$ cat src/sv/pcdg_pkg.sv
`timescale 1ns / 1ps
// ----------------------------------------------------------------------------
// pcdg_pkg
// Types, constants and glyph tables for the rotating display column generator.
// ----------------------------------------------------------------------------
package pcdg_pkg;

    localparam int OPCODE_W   = 1;
    localparam int BYTE_W     = 8;
    localparam int SPEED_W    = 10;
    localparam int DIST_W     = 17;
    localparam int ADDR_W     = 16;
    localparam int MODE_W     = 3;
    localparam int DIGIT_W    = 4;
    localparam int SPEED_DIGITS = 3;
    localparam int DIST_DIGITS  = 5;

    // Image placement in the display memory.
    localparam logic [ADDR_W-1:0] IMAGE_BASE  = 16'd0;
    localparam logic [ADDR_W:0]   IMAGE_BYTES = 17'd11520;
    localparam logic [ADDR_W-1:0] IMAGE_LIMIT =
        ADDR_W'({1'b0, IMAGE_BASE} + IMAGE_BYTES);

    // Glyph windows, as absolute image positions.
    localparam logic [ADDR_W:0] SPEED_WIN_LO = 17'd4768 + {1'b0, IMAGE_BASE};
    localparam logic [ADDR_W:0] SPEED_WIN_HI = 17'd6752 + {1'b0, IMAGE_BASE};
    localparam logic [ADDR_W:0] DIST_WIN_LO  = 17'd4896 + {1'b0, IMAGE_BASE};
    localparam logic [ADDR_W:0] DIST_WIN_HI  = 17'd6624 + {1'b0, IMAGE_BASE};

    localparam logic [BYTE_W-1:0] ALL_LIT = 8'd255;
    localparam logic [BYTE_W-1:0] DOT_GLYPH = 8'd4;

    localparam logic [SPEED_W-1:0] SPEED_MAX = 10'd999;
    localparam logic [DIST_W-1:0]  DIST_MAX  = 17'd99999;

    // floor(x / 10) == (x * DIV10_MUL) >> DIV10_SHIFT for every x below 2^17.
    localparam logic [18:0] DIV10_MUL   = 19'd419431;
    localparam int          DIV10_SHIFT = 22;
    localparam int          CONV_STEPS  = DIST_DIGITS;

    localparam logic [OPCODE_W-1:0] OP_TICK      = 1'b0;
    localparam logic [OPCODE_W-1:0] OP_REV_START = 1'b1;

    localparam logic [MODE_W-1:0] MODE_IMAGE0     = 3'd0;
    localparam logic [MODE_W-1:0] MODE_IMAGE1     = 3'd1;
    localparam logic [MODE_W-1:0] MODE_ALL_LIT    = 3'd2;
    localparam logic [MODE_W-1:0] MODE_PHASE_TEST = 3'd3;
    localparam logic [MODE_W-1:0] MODE_LIVE       = 3'd4;

    localparam logic REG_MODE   = 1'b0;
    localparam logic REG_ENABLE = 1'b1;

    typedef logic [DIGIT_W-1:0] digit_t;

    localparam logic [BYTE_W-1:0] DIGIT_GLYPHS [30] = '{
        8'd124, 8'd68,  8'd124, 8'd0,   8'd124, 8'd0,   8'd92,  8'd84,  8'd116, 8'd84,
        8'd84,  8'd124, 8'd112, 8'd16,  8'd124, 8'd116, 8'd84,  8'd92,  8'd124, 8'd84,
        8'd92,  8'd64,  8'd64,  8'd124, 8'd124, 8'd84,  8'd124, 8'd112, 8'd80,  8'd124
    };

    localparam logic [BYTE_W-1:0] UNIT_GLYPHS [18] = '{
        8'd0, 8'd124, 8'd32, 8'd16, 8'd32, 8'd124,
        8'd0, 8'd4,   8'd8,  8'd16, 8'd32, 8'd64,
        8'd0, 8'd116, 8'd84, 8'd84, 8'd84, 8'd92
    };

    // Column k (0 to 2) of a decimal digit glyph.
    function automatic logic [BYTE_W-1:0] digit_glyph(input digit_t digit,
                                                      input logic [1:0] k);
        logic [5:0] idx;
        idx = 6'(digit) * 6'd3 + 6'(k);
        if (idx < 6'd30)
            return DIGIT_GLYPHS[idx[4:0]];
        else
            return '0;
    endfunction

    function automatic logic [BYTE_W-1:0] unit_glyph(input logic [4:0] idx);
        if (idx < 5'd18)
            return UNIT_GLYPHS[idx];
        else
            return '0;
    endfunction

endpackage

$ cat src/sv/pcdg_in_if.sv
`timescale 1ns / 1ps
// ----------------------------------------------------------------------------
// pcdg_in_if
// Input channel: column ticks and revolution starts.
// ----------------------------------------------------------------------------
interface pcdg_in_if;
    import pcdg_pkg::*;

    logic                valid;
    logic                ready;
    logic [OPCODE_W-1:0] opcode;
    logic [BYTE_W-1:0]   image_first_byte;
    logic [BYTE_W-1:0]   image_second_byte;
    logic [SPEED_W-1:0]  speed_centi;
    logic [DIST_W-1:0]   distance_metres;

    modport source (
        output valid, opcode, image_first_byte, image_second_byte,
               speed_centi, distance_metres,
        input  ready
    );

    modport sink (
        input  valid, opcode, image_first_byte, image_second_byte,
               speed_centi, distance_metres,
        output ready
    );
endinterface

$ cat src/sv/pcdg_out_if.sv
`timescale 1ns / 1ps
// ----------------------------------------------------------------------------
// pcdg_out_if
// Output channel: one column of shift register data per beat.
// ----------------------------------------------------------------------------
interface pcdg_out_if;
    import pcdg_pkg::*;

    logic              valid;
    logic              ready;
    logic [BYTE_W-1:0] first_out_byte;
    logic [BYTE_W-1:0] second_out_byte;
    logic              fet_phase;
    logic [ADDR_W-1:0] next_address;

    modport source (
        output valid, first_out_byte, second_out_byte, fet_phase, next_address,
        input  ready
    );

    modport sink (
        input  valid, first_out_byte, second_out_byte, fet_phase, next_address,
        output ready
    );
endinterface

$ cat src/sv/pov_column_data_generator.sv
`timescale 1ns / 1ps
// ----------------------------------------------------------------------------
// pov_column_data_generator
// Rotating display column generator: image pass-through, test patterns and
// live speed and distance glyphs rendered from decimal digits.
// ----------------------------------------------------------------------------
// An accepted beat lands in the input register and its result in the output
// register. Throughput: one beat per cycle while the output is taken and no
// conversion runs. A revolution start in live mode holds the input off while
// the digit converter divides by ten once a cycle. Reset (rst_n, asynchronous,
// low) puts the position at the image base, clears phase, digits, held glyphs
// and both registers, and empties the pipe.
module pov_column_data_generator (
    input  logic                        clk,
    input  logic                        rst_n,
    pcdg_in_if.sink                     request,
    pcdg_out_if.source                  result,
    input  logic                        psel,
    input  logic                        penable,
    input  logic                        pwrite,
    input  logic [2:0]                  paddr,
    input  logic [31:0]                 pwdata,
    output logic [31:0]                 prdata,
    output logic                        pready
);
    import pcdg_pkg::*;

    // Configuration registers.
    logic [MODE_W-1:0] mode_reg;
    logic              enable_reg;

    // Input register.
    logic                in_valid_reg;
    logic [OPCODE_W-1:0] in_opcode_reg;
    logic [BYTE_W-1:0]   in_first_reg;
    logic [BYTE_W-1:0]   in_second_reg;
    logic [SPEED_W-1:0]  in_speed_reg;
    logic [DIST_W-1:0]   in_dist_reg;

    // Column state.
    logic [ADDR_W-1:0] pos_reg;
    logic              phase_reg;
    digit_t            speed_digits_reg [SPEED_DIGITS];
    digit_t            dist_digits_reg  [DIST_DIGITS];
    logic [BYTE_W-1:0] held_speed_reg;
    logic [BYTE_W-1:0] held_dist_reg;

    // Digit converter.
    logic              busy_reg;
    logic [2:0]        conv_cnt_reg;
    logic [SPEED_W-1:0] speed_work_reg;
    logic [DIST_W-1:0]  dist_work_reg;

    // Output register.
    logic              out_valid_reg;
    logic [BYTE_W-1:0] out_first_reg;
    logic [BYTE_W-1:0] out_second_reg;
    logic              out_phase_reg;
    logic [ADDR_W-1:0] out_addr_reg;

    logic cfg_write;
    logic advance;
    logic is_tick;
    logic tick_result;
    logic rev_start;
    logic live_mode;

    // ------------------------------------------------------------------
    // Configuration port
    // ------------------------------------------------------------------
    assign pready    = 1'b1;
    assign cfg_write = psel && penable && pwrite && pready;

    always_comb
    begin
        unique case (paddr[2])
            REG_MODE:   prdata = {29'd0, mode_reg};
            REG_ENABLE: prdata = {31'd0, enable_reg};
            default:    prdata = '0;
        endcase
    end

    always_ff @(posedge clk or negedge rst_n)
    begin
        if (!rst_n)
        begin
            mode_reg   <= MODE_IMAGE0;
            enable_reg <= 1'b0;
        end
        else if (cfg_write)
        begin
            unique case (paddr[2])
                REG_MODE:   mode_reg   <= pwdata[MODE_W-1:0];
                REG_ENABLE: enable_reg <= pwdata[0];
                default:    ;
            endcase
        end
    end

    // ------------------------------------------------------------------
    // Handshake
    // ------------------------------------------------------------------
    assign advance       = in_valid_reg && !busy_reg && (!out_valid_reg || result.ready);
    assign request.ready = !in_valid_reg || advance;

    assign is_tick     = (in_opcode_reg == OP_TICK);
    assign rev_start   = advance && (in_opcode_reg == OP_REV_START);
    assign tick_result = advance && is_tick && enable_reg;
    assign live_mode   = (mode_reg > MODE_PHASE_TEST);

    always_ff @(posedge clk or negedge rst_n)
    begin
        if (!rst_n)
            in_valid_reg <= 1'b0;
        else if (request.ready)
            in_valid_reg <= request.valid;
    end

    always_ff @(posedge clk)
    begin
        if (request.valid && request.ready)
        begin
            in_opcode_reg <= request.opcode;
            in_first_reg  <= request.image_first_byte;
            in_second_reg <= request.image_second_byte;
            in_speed_reg  <= request.speed_centi;
            in_dist_reg   <= request.distance_metres;
        end
    end

    // ------------------------------------------------------------------
    // Glyph rendering
    // ------------------------------------------------------------------
    logic [ADDR_W:0]   pos_ext;
    logic              glyph_load;
    logic              speed_in_win;
    logic              dist_in_win;
    logic [ADDR_W:0]   speed_off;
    logic [ADDR_W:0]   dist_off;
    logic [5:0]        sc;
    logic [5:0]        dc;
    logic [5:0]        sc_rel;
    logic [5:0]        dc_rel;
    logic [BYTE_W-1:0] speed_glyph;
    logic [BYTE_W-1:0] dist_glyph;
    logic [BYTE_W-1:0] held_speed_next;
    logic [BYTE_W-1:0] held_dist_next;
    logic [BYTE_W-1:0] speed_row;
    logic [BYTE_W-1:0] dist_row;

    assign pos_ext      = {1'b0, pos_reg};
    assign glyph_load   = (pos_reg[4:2] == 3'd0);
    assign speed_in_win = (pos_ext >= SPEED_WIN_LO) && (pos_ext < SPEED_WIN_HI);
    assign dist_in_win  = (pos_ext >= DIST_WIN_LO) && (pos_ext < DIST_WIN_HI);
    assign speed_off    = pos_ext - SPEED_WIN_LO;
    assign dist_off     = pos_ext - DIST_WIN_LO;
    // Both windows are under 2048 bytes wide, so the column fits in six bits.
    assign sc           = speed_off[10:5];
    assign dc           = dist_off[10:5];

    always_comb
    begin
        speed_glyph = '0;
        sc_rel      = '0;
        if (sc < 6'd6)
            speed_glyph = digit_glyph(speed_digits_reg[0], sc[2:1]);
        else if (sc > 6'd7 && sc < 6'd10)
            speed_glyph = DOT_GLYPH;
        else if (sc > 6'd11 && sc < 6'd18)
        begin
            sc_rel      = sc - 6'd12;
            speed_glyph = digit_glyph(speed_digits_reg[1], sc_rel[2:1]);
        end
        else if (sc > 6'd19 && sc < 6'd26)
        begin
            sc_rel      = sc - 6'd20;
            speed_glyph = digit_glyph(speed_digits_reg[2], sc_rel[2:1]);
        end
        else if (sc > 6'd25 && sc < 6'd62)
        begin
            sc_rel      = sc - 6'd26;
            speed_glyph = unit_glyph(sc_rel[5:1]);
        end
    end

    always_comb
    begin
        dist_glyph = '0;
        dc_rel     = '0;
        if (dc < 6'd38 && dc[2:0] < 3'd6)
            dist_glyph = digit_glyph(dist_digits_reg[dc[5:3]], dc[2:1]);
        else if (dc > 6'd41 && dc < 6'd54)
        begin
            dc_rel     = dc - 6'd42;
            dist_glyph = unit_glyph(dc_rel[5:1]);
        end
    end

    assign held_speed_next = (speed_in_win && glyph_load) ? speed_glyph : held_speed_reg;
    assign held_dist_next  = (dist_in_win && glyph_load) ? dist_glyph : held_dist_reg;
    assign speed_row = speed_in_win ? (held_speed_next >> phase_reg) : '0;
    assign dist_row  = dist_in_win ? (held_dist_next >> phase_reg) : '0;

    // ------------------------------------------------------------------
    // Column bytes and position
    // ------------------------------------------------------------------
    logic [BYTE_W-1:0] first_byte;
    logic [BYTE_W-1:0] second_byte;
    logic [ADDR_W-1:0] pos_step;
    logic [ADDR_W-1:0] pos_next;

    always_comb
    begin
        case (mode_reg) inside
            MODE_IMAGE0, MODE_IMAGE1:
            begin
                first_byte  = in_first_reg;
                second_byte = in_second_reg;
            end
            MODE_ALL_LIT:
            begin
                first_byte  = ALL_LIT;
                second_byte = ALL_LIT;
            end
            MODE_PHASE_TEST:
            begin
                first_byte  = {phase_reg, 7'd0};
                second_byte = '0;
            end
            default:
            begin
                first_byte  = speed_row;
                second_byte = dist_row;
            end
        endcase
    end

    assign pos_step = pos_reg + 16'd2;
    assign pos_next = (pos_step == IMAGE_LIMIT) ? IMAGE_BASE : pos_step;

    always_ff @(posedge clk or negedge rst_n)
    begin
        if (!rst_n)
        begin
            pos_reg        <= IMAGE_BASE;
            phase_reg      <= 1'b0;
            held_speed_reg <= '0;
            held_dist_reg  <= '0;
        end
        else if (rev_start)
        begin
            pos_reg   <= IMAGE_BASE;
            phase_reg <= 1'b0;
        end
        else if (tick_result)
        begin
            pos_reg   <= pos_next;
            phase_reg <= !phase_reg;
            if (live_mode)
            begin
                held_speed_reg <= held_speed_next;
                held_dist_reg  <= held_dist_next;
            end
        end
    end

    // ------------------------------------------------------------------
    // Digit converter: one divide by ten per cycle, least significant
    // digit first, shifted in at slot 0 so it ends in the last slot.
    // ------------------------------------------------------------------
    logic [28:0]        speed_prod;
    logic [35:0]        dist_prod;
    logic [6:0]         speed_quot;
    logic [13:0]        dist_quot;
    logic [SPEED_W-1:0] speed_tens;
    logic [DIST_W-1:0]  dist_tens;
    digit_t             speed_rem;
    digit_t             dist_rem;

    assign speed_prod = 29'(speed_work_reg) * 29'(DIV10_MUL);
    assign dist_prod  = 36'(dist_work_reg) * 36'(DIV10_MUL);
    assign speed_quot = speed_prod[DIV10_SHIFT+6:DIV10_SHIFT];
    assign dist_quot  = dist_prod[DIV10_SHIFT+13:DIV10_SHIFT];
    assign speed_tens = (SPEED_W'(speed_quot) << 3) + (SPEED_W'(speed_quot) << 1);
    assign dist_tens  = (DIST_W'(dist_quot) << 3) + (DIST_W'(dist_quot) << 1);
    assign speed_rem  = DIGIT_W'(speed_work_reg - speed_tens);
    assign dist_rem   = DIGIT_W'(dist_work_reg - dist_tens);

    always_ff @(posedge clk or negedge rst_n)
    begin
        if (!rst_n)
        begin
            busy_reg     <= 1'b0;
            conv_cnt_reg <= '0;
        end
        else if (rev_start && mode_reg == MODE_LIVE)
        begin
            busy_reg     <= 1'b1;
            conv_cnt_reg <= '0;
        end
        else if (busy_reg)
        begin
            conv_cnt_reg <= conv_cnt_reg + 3'd1;
            if (conv_cnt_reg == 3'(CONV_STEPS - 1))
                busy_reg <= 1'b0;
        end
    end

    always_ff @(posedge clk)
    begin
        if (rev_start && mode_reg == MODE_LIVE)
        begin
            speed_work_reg <= (in_speed_reg > SPEED_MAX) ? SPEED_MAX : in_speed_reg;
            dist_work_reg  <= (in_dist_reg > DIST_MAX) ? DIST_MAX : in_dist_reg;
        end
        else if (busy_reg)
        begin
            speed_work_reg <= SPEED_W'(speed_quot);
            dist_work_reg  <= DIST_W'(dist_quot);
        end
    end

    always_ff @(posedge clk or negedge rst_n)
    begin
        if (!rst_n)
        begin
            for (int i = 0; i < SPEED_DIGITS; i++)
                speed_digits_reg[i] <= '0;
            for (int i = 0; i < DIST_DIGITS; i++)
                dist_digits_reg[i] <= '0;
        end
        else if (busy_reg)
        begin
            if (conv_cnt_reg < 3'(SPEED_DIGITS))
            begin
                speed_digits_reg[0] <= speed_rem;
                for (int i = 1; i < SPEED_DIGITS; i++)
                    speed_digits_reg[i] <= speed_digits_reg[i-1];
            end
            dist_digits_reg[0] <= dist_rem;
            for (int i = 1; i < DIST_DIGITS; i++)
                dist_digits_reg[i] <= dist_digits_reg[i-1];
        end
    end

    // ------------------------------------------------------------------
    // Output register
    // ------------------------------------------------------------------
    always_ff @(posedge clk or negedge rst_n)
    begin
        if (!rst_n)
            out_valid_reg <= 1'b0;
        else if (tick_result)
            out_valid_reg <= 1'b1;
        else if (result.ready)
            out_valid_reg <= 1'b0;
    end

    always_ff @(posedge clk)
    begin
        if (tick_result)
        begin
            out_first_reg  <= first_byte;
            out_second_reg <= second_byte;
            out_phase_reg  <= phase_reg;
            out_addr_reg   <= pos_next;
        end
    end

    assign result.valid           = out_valid_reg;
    assign result.first_out_byte  = out_first_reg;
    assign result.second_out_byte = out_second_reg;
    assign result.fet_phase       = out_phase_reg;
    assign result.next_address    = out_addr_reg;

`ifndef SYNTH
    // A waiting beat is held in the input register while digits are converted.
    a_busy_blocks_input: assert property (@(posedge clk) disable iff (!rst_n)
        (busy_reg && in_valid_reg) |-> !request.ready)
        else $error("input accepted during digit conversion");

    // Every produced column flips the phase.
    a_phase_toggles: assert property (@(posedge clk) disable iff (!rst_n)
        tick_result |=> (phase_reg != $past(phase_reg)))
        else $error("phase did not toggle after a column");

    // The result carries the position the generator moved to.
    a_addr_matches_pos: assert property (@(posedge clk) disable iff (!rst_n)
        tick_result |=> (out_addr_reg == pos_reg))
        else $error("next address disagrees with column position");

    // The position stays inside the image.
    a_pos_in_image: assert property (@(posedge clk) disable iff (!rst_n)
        ({1'b0, pos_reg} >= {1'b0, IMAGE_BASE})
        && ({1'b0, pos_reg} < ({1'b0, IMAGE_BASE} + IMAGE_BYTES)))
        else $error("column position left the image");

    // Conversion never runs past the last digit.
    a_conv_bound: assert property (@(posedge clk) disable iff (!rst_n)
        busy_reg |-> (conv_cnt_reg < 3'(CONV_STEPS)))
        else $error("digit converter overran");
`endif

endmodule

$ cat src/flat_wrapper.sv
// flat-port wrapper written by rule: the top's interface ports become plain ports
module pov_column_data_generator_flat import pcdg_pkg::*;
  (clk, rst_n, psel, penable, pwrite, paddr, pwdata, prdata, pready, request_valid, request_opcode, request_image_first_byte, request_image_second_byte, request_speed_centi, request_distance_metres, request_ready, result_valid, result_first_out_byte, result_second_out_byte, result_fet_phase, result_next_address, result_ready);
  pcdg_in_if request_i ();
  pcdg_out_if result_i ();
  input  logic clk;
  input  logic rst_n;
  input  logic psel;
  input  logic penable;
  input  logic pwrite;
  input  logic [2:0] paddr;
  input  logic [31:0] pwdata;
  output logic [31:0] prdata;
  output logic pready;
  input wire logic [$bits(request_i.valid)-1:0] request_valid;
  input wire logic [$bits(request_i.opcode)-1:0] request_opcode;
  input wire logic [$bits(request_i.image_first_byte)-1:0] request_image_first_byte;
  input wire logic [$bits(request_i.image_second_byte)-1:0] request_image_second_byte;
  input wire logic [$bits(request_i.speed_centi)-1:0] request_speed_centi;
  input wire logic [$bits(request_i.distance_metres)-1:0] request_distance_metres;
  output wire logic [$bits(request_i.ready)-1:0] request_ready;
  output wire logic [$bits(result_i.valid)-1:0] result_valid;
  output wire logic [$bits(result_i.first_out_byte)-1:0] result_first_out_byte;
  output wire logic [$bits(result_i.second_out_byte)-1:0] result_second_out_byte;
  output wire logic [$bits(result_i.fet_phase)-1:0] result_fet_phase;
  output wire logic [$bits(result_i.next_address)-1:0] result_next_address;
  input wire logic [$bits(result_i.ready)-1:0] result_ready;
  assign request_i.valid = request_valid;
  assign request_i.opcode = request_opcode;
  assign request_i.image_first_byte = request_image_first_byte;
  assign request_i.image_second_byte = request_image_second_byte;
  assign request_i.speed_centi = request_speed_centi;
  assign request_i.distance_metres = request_distance_metres;
  assign request_ready = request_i.ready;
  assign result_valid = result_i.valid;
  assign result_first_out_byte = result_i.first_out_byte;
  assign result_second_out_byte = result_i.second_out_byte;
  assign result_fet_phase = result_i.fet_phase;
  assign result_next_address = result_i.next_address;
  assign result_i.ready = result_ready;
  pov_column_data_generator u_core (.clk(clk), .rst_n(rst_n), .request(request_i), .result(result_i), .psel(psel), .penable(penable), .pwrite(pwrite), .paddr(paddr), .pwdata(pwdata), .prdata(prdata), .pready(pready));
endmodule
$ cat config.mk
export PLATFORM = sky130hd
export DESIGN_NAME = pov_column_data_generator_flat
export DESIGN_NICKNAME = d
export VERILOG_FILES = /design/src/sv/pcdg_pkg.sv /design/src/sv/pcdg_in_if.sv /design/src/sv/pcdg_out_if.sv /design/src/sv/pov_column_data_generator.sv /design/src/flat_wrapper.sv
export SDC_FILE = /design/constraint.sdc
export NUM_CORES = 1
export LEC_CHECK = 0
export ABC_AREA = 1
export BUFFER_PORTS_ARGS = -buffer_cell sky130_fd_sc_hd__buf_2
export CAP_MARGIN = 0
export CORE_MARGIN = 4
export CORE_UTILIZATION = 64
export DETAILED_ROUTE_END_ITERATION = 16
export PLACE_DENSITY_LB_ADDON = 0.2
export RECOVER_POWER = 25
export SLEW_MARGIN = 40
export SYNTH_ARGS = -nofsm -noshare
export SYNTH_HDL_FRONTEND = slang
export SYNTH_SLANG_ARGS = --single-unit
$ cat constraint.sdc
create_clock -name clk -period 13.3 [get_ports clk]
set_input_delay 2.66 -clock clk [delete_from_list [all_inputs] [get_ports clk]]
set_output_delay 2.66 -clock clk [all_outputs]
set_load 0.02 [all_outputs]
==> flow_summary.json <==
{
  "grt_max_degree": 76,
  "syn_to_final_growth_pct": 6.85,
  "clockBufferDepth": 2,
  "timing.setup.tns_ns": 0,
  "finalCritPeriodShare_pct": 48.3,
  "failed_checks": "max-capacitance violations, max-slew violations",
  "largest_register_ff_count": 20,
  "grt_pass1_wl_um": 76100,
  "slew_viol_final": 76,
  "synth_edf_count": 104,
  "drt_wl_total_um": 45100,
  "multi_input_area_um2": 12100,
  "wl_met1_um": 19000,
  "avgSynthCellArea_um2": 8.17,
  "slew_headroom_pct": -185,
  "core_area_um2": 29000,
  "cp.required_ns": 10.64,
  "grt_util_all_layers_pct": 28.2,
  "dp.final_hpwl_um": 36300,
  "avgRoutedWirePerCell_um": 16.1,
  "highest_layer": "met5",
  "ys_async_sr_fraction_pct": 41.9,
  "synth-seq-area-share_pct": 26.3,
  "syn_inst": 2329,
  "cp_num_cells": 6,
  "drc_errors": 0,
  "yosys-top-cells-count": "493 x nand2_1, 428 x inv_1, 266 x ha_1, 156 x nor2_1, 132 x fa_1",
  "endpoint_kind": "primary output",
  "cts_setup_buffers": 0,
  "num_rows": 62,
  "nets": 2893,
  "status": "finished, violations left",
  "seqCellArea_um2": 5000,
  "drv_cap": 1,
  "place_congestion": 0.983,
  "cts_root_buf": "clkbuf_16",
  "wl_met3_um": 2400,
  "wl_met2_um": 22600,
  "die_y_um": 180,
  "slowest_delay_ns": 0.31,
  "synth_top_area_share_pct": 17.5,
  "cts_tree": "done",
  "cts_max_level": 4,
  "synthFlopType": "edfxtp_1",
  "io_pins": 154,
  "dr.pass1.iters": 6,
  "post-synth-top-count-cell": "nand2_1",
  "fillerInstances": 2279,
  "clock_latency_ns": 0.45,
  "fin_crit_ns": 6.42,
  "worst_clock_skew_ns": 0.0262,
  "dieArea_um2": 32600,
  "numCtsBuffers": 17,
  "cp_slowest_cell": "nor2_1",
  "num_vias": 15566,
  "antenna_found_initial": 1,
  "rrSetupSlack_ns": 7.18,
  "cp_cell_sequence": "buf_2 > nor2_1 > nor3_1 > nor2_1 > inv_1 > buf_2",
  "ys_types": 64,
  "hp-class": "reg2reg",
  "reg2reg_depth": 26,
  "path_delay_family": "simple AND/OR/NAND/NOR gates",
  "synth_seq_cells": 179,
  "start_util_pct": 65.6,
  "clk_pin_slew_ns": 0.08,
  "io_buffers": 92,
  "tightestPinTransition_ns": 4.27,
  "start_kind": "input port",
  "setup_viol": 0,
  "rsz0062_at_grt": "no",
  "yosys_warnings": 0,
  "grt_pass1_vias": 15834,
  "ctsResizeCount": 0,
  "ant_nets": 0,
  "hold_buffers": 0,
  "gr-total-overflow": 0,
  "cp.arrival_ns": 3.76,
  "drt_iter0_markers": 1117,
  "critPathMaxFanout": 2,
  "die_w_um": 180,
  "synth_top_cell_by_area": "ha_1",
  "synth.area.top_cells": "ha_1 17%, edfxtp_1 16%, fa_1 14%, dfrtp_1 9.9%, nand2_1 9.7%",
  "whs_path_depth": 1,
  "critPathKind": "in2out",
  "via_per_inst": 5.55,
  "final_layout_size_suffix_gt1_share_pct": 8.18,
  "numClockSinks": 179,
  "max_freq_ghz": 0.156,
  "mappedNetlistArea_um2": 19000,
  "finalHoldViolCount": 0,
  "path_buf_inv": 3
}
-- worst paths after layout --
check	startpoint	to
worst max-delay path	result_ready	request_ready
worst min-delay path	u_core.conv_cnt_reg[2]	u_core.busy_reg
worst max register to register	u_core.dist_work_reg[2]	u_core.dist_digits_reg[19]
worst min register to register	u_core.conv_cnt_reg[2]	u_core.busy_reg
max in group asynchronous	rst_n	u_core.speed_digits_reg[2]
min in group asynchronous	rst_n	u_core.pos_reg[13]
-- final cells by class --
| type | instances | share of cell area [%] |
|---|---|---|
| antenna | 1 | 0.0123 |
| tap | 384 | 2.36 |
| inverter | 446 | 8.24 |
| clock inverter | 15 | 0.941 |
| timing repair buffer | 96 | 2.39 |
| multi-input combinational | 1669 | 59.4 |
| sequential | 179 | 24.6 |
| clock buffer | 17 | 2.09 |
-- through the flow --
stage	hold slack, ns	setup WS (ns)	std cells	utilization, %	area (µm²)
floorplan	0.423	7.49	2357	-	19100
global placement	0.462	6.97	2774	68.0	19700
detailed placement	0.472	6.96	2774	68.1	19700
CTS	0.492	6.95	2806	70.2	20400
global route	0.500	6.35	2806	70.1	20300
finish	0.487	6.88	2807	70.1	20300
-- layer usage --
| layer | global-route usage (%) | vias to the layer above |
|---|---|---|
| li1 | - | 7612 |
| met1 | 36.4 | 7367 |
| met2 | 49.7 | 510 |
| met3 | 4.44 | 75 |
| met4 | 7.41 | 2 |
| met5 | 0 | - |
-- cell usage in the layout, fill, tap and decap left out, drive strengths merged, types with 3 or more instances in the layout --
cell and count:
a211oi 5, a21boi 4, a21o 4, a21oi 109, a31oi 8, buf 93
clkbuf 20, clkinv 8, conb 30, dfrtp 75, edfxtp 104, fa 132
ha 266, inv 453, nand2 518, nand3 132, nand3b 6, nand4 20
nor2 165, nor3 23, nor4 10, o211ai 16, o21a 6, o21ai 130
o21bai 5, o22ai 19, o31ai 3, or2 10, xnor2 9, xor2 28
-- kinds of logic (layout without fill, tap and decap cells) --
| logic type | Yosys count | count (layout) | share of synthesized area, % |
|---|---|---|---|
| adders and majority gates | 398 | 398 | 31.4 |
| and+or+nand+nor | 887 | 887 | 20.1 |
| buffers and inverters | 509 | 574 | 10.9 |
| xor gates and xnor gates | 37 | 37 | 1.98 |
| AOI/OAI and AO/OA | 317 | 317 | 9.37 |
| DFF | 179 | 179 | 26.3 |
| other | 2 | 31 | 0.0395 |
Power is not shown: default switching activity piles up to over one toggle a cycle in this logic, so the estimate is an artifact.
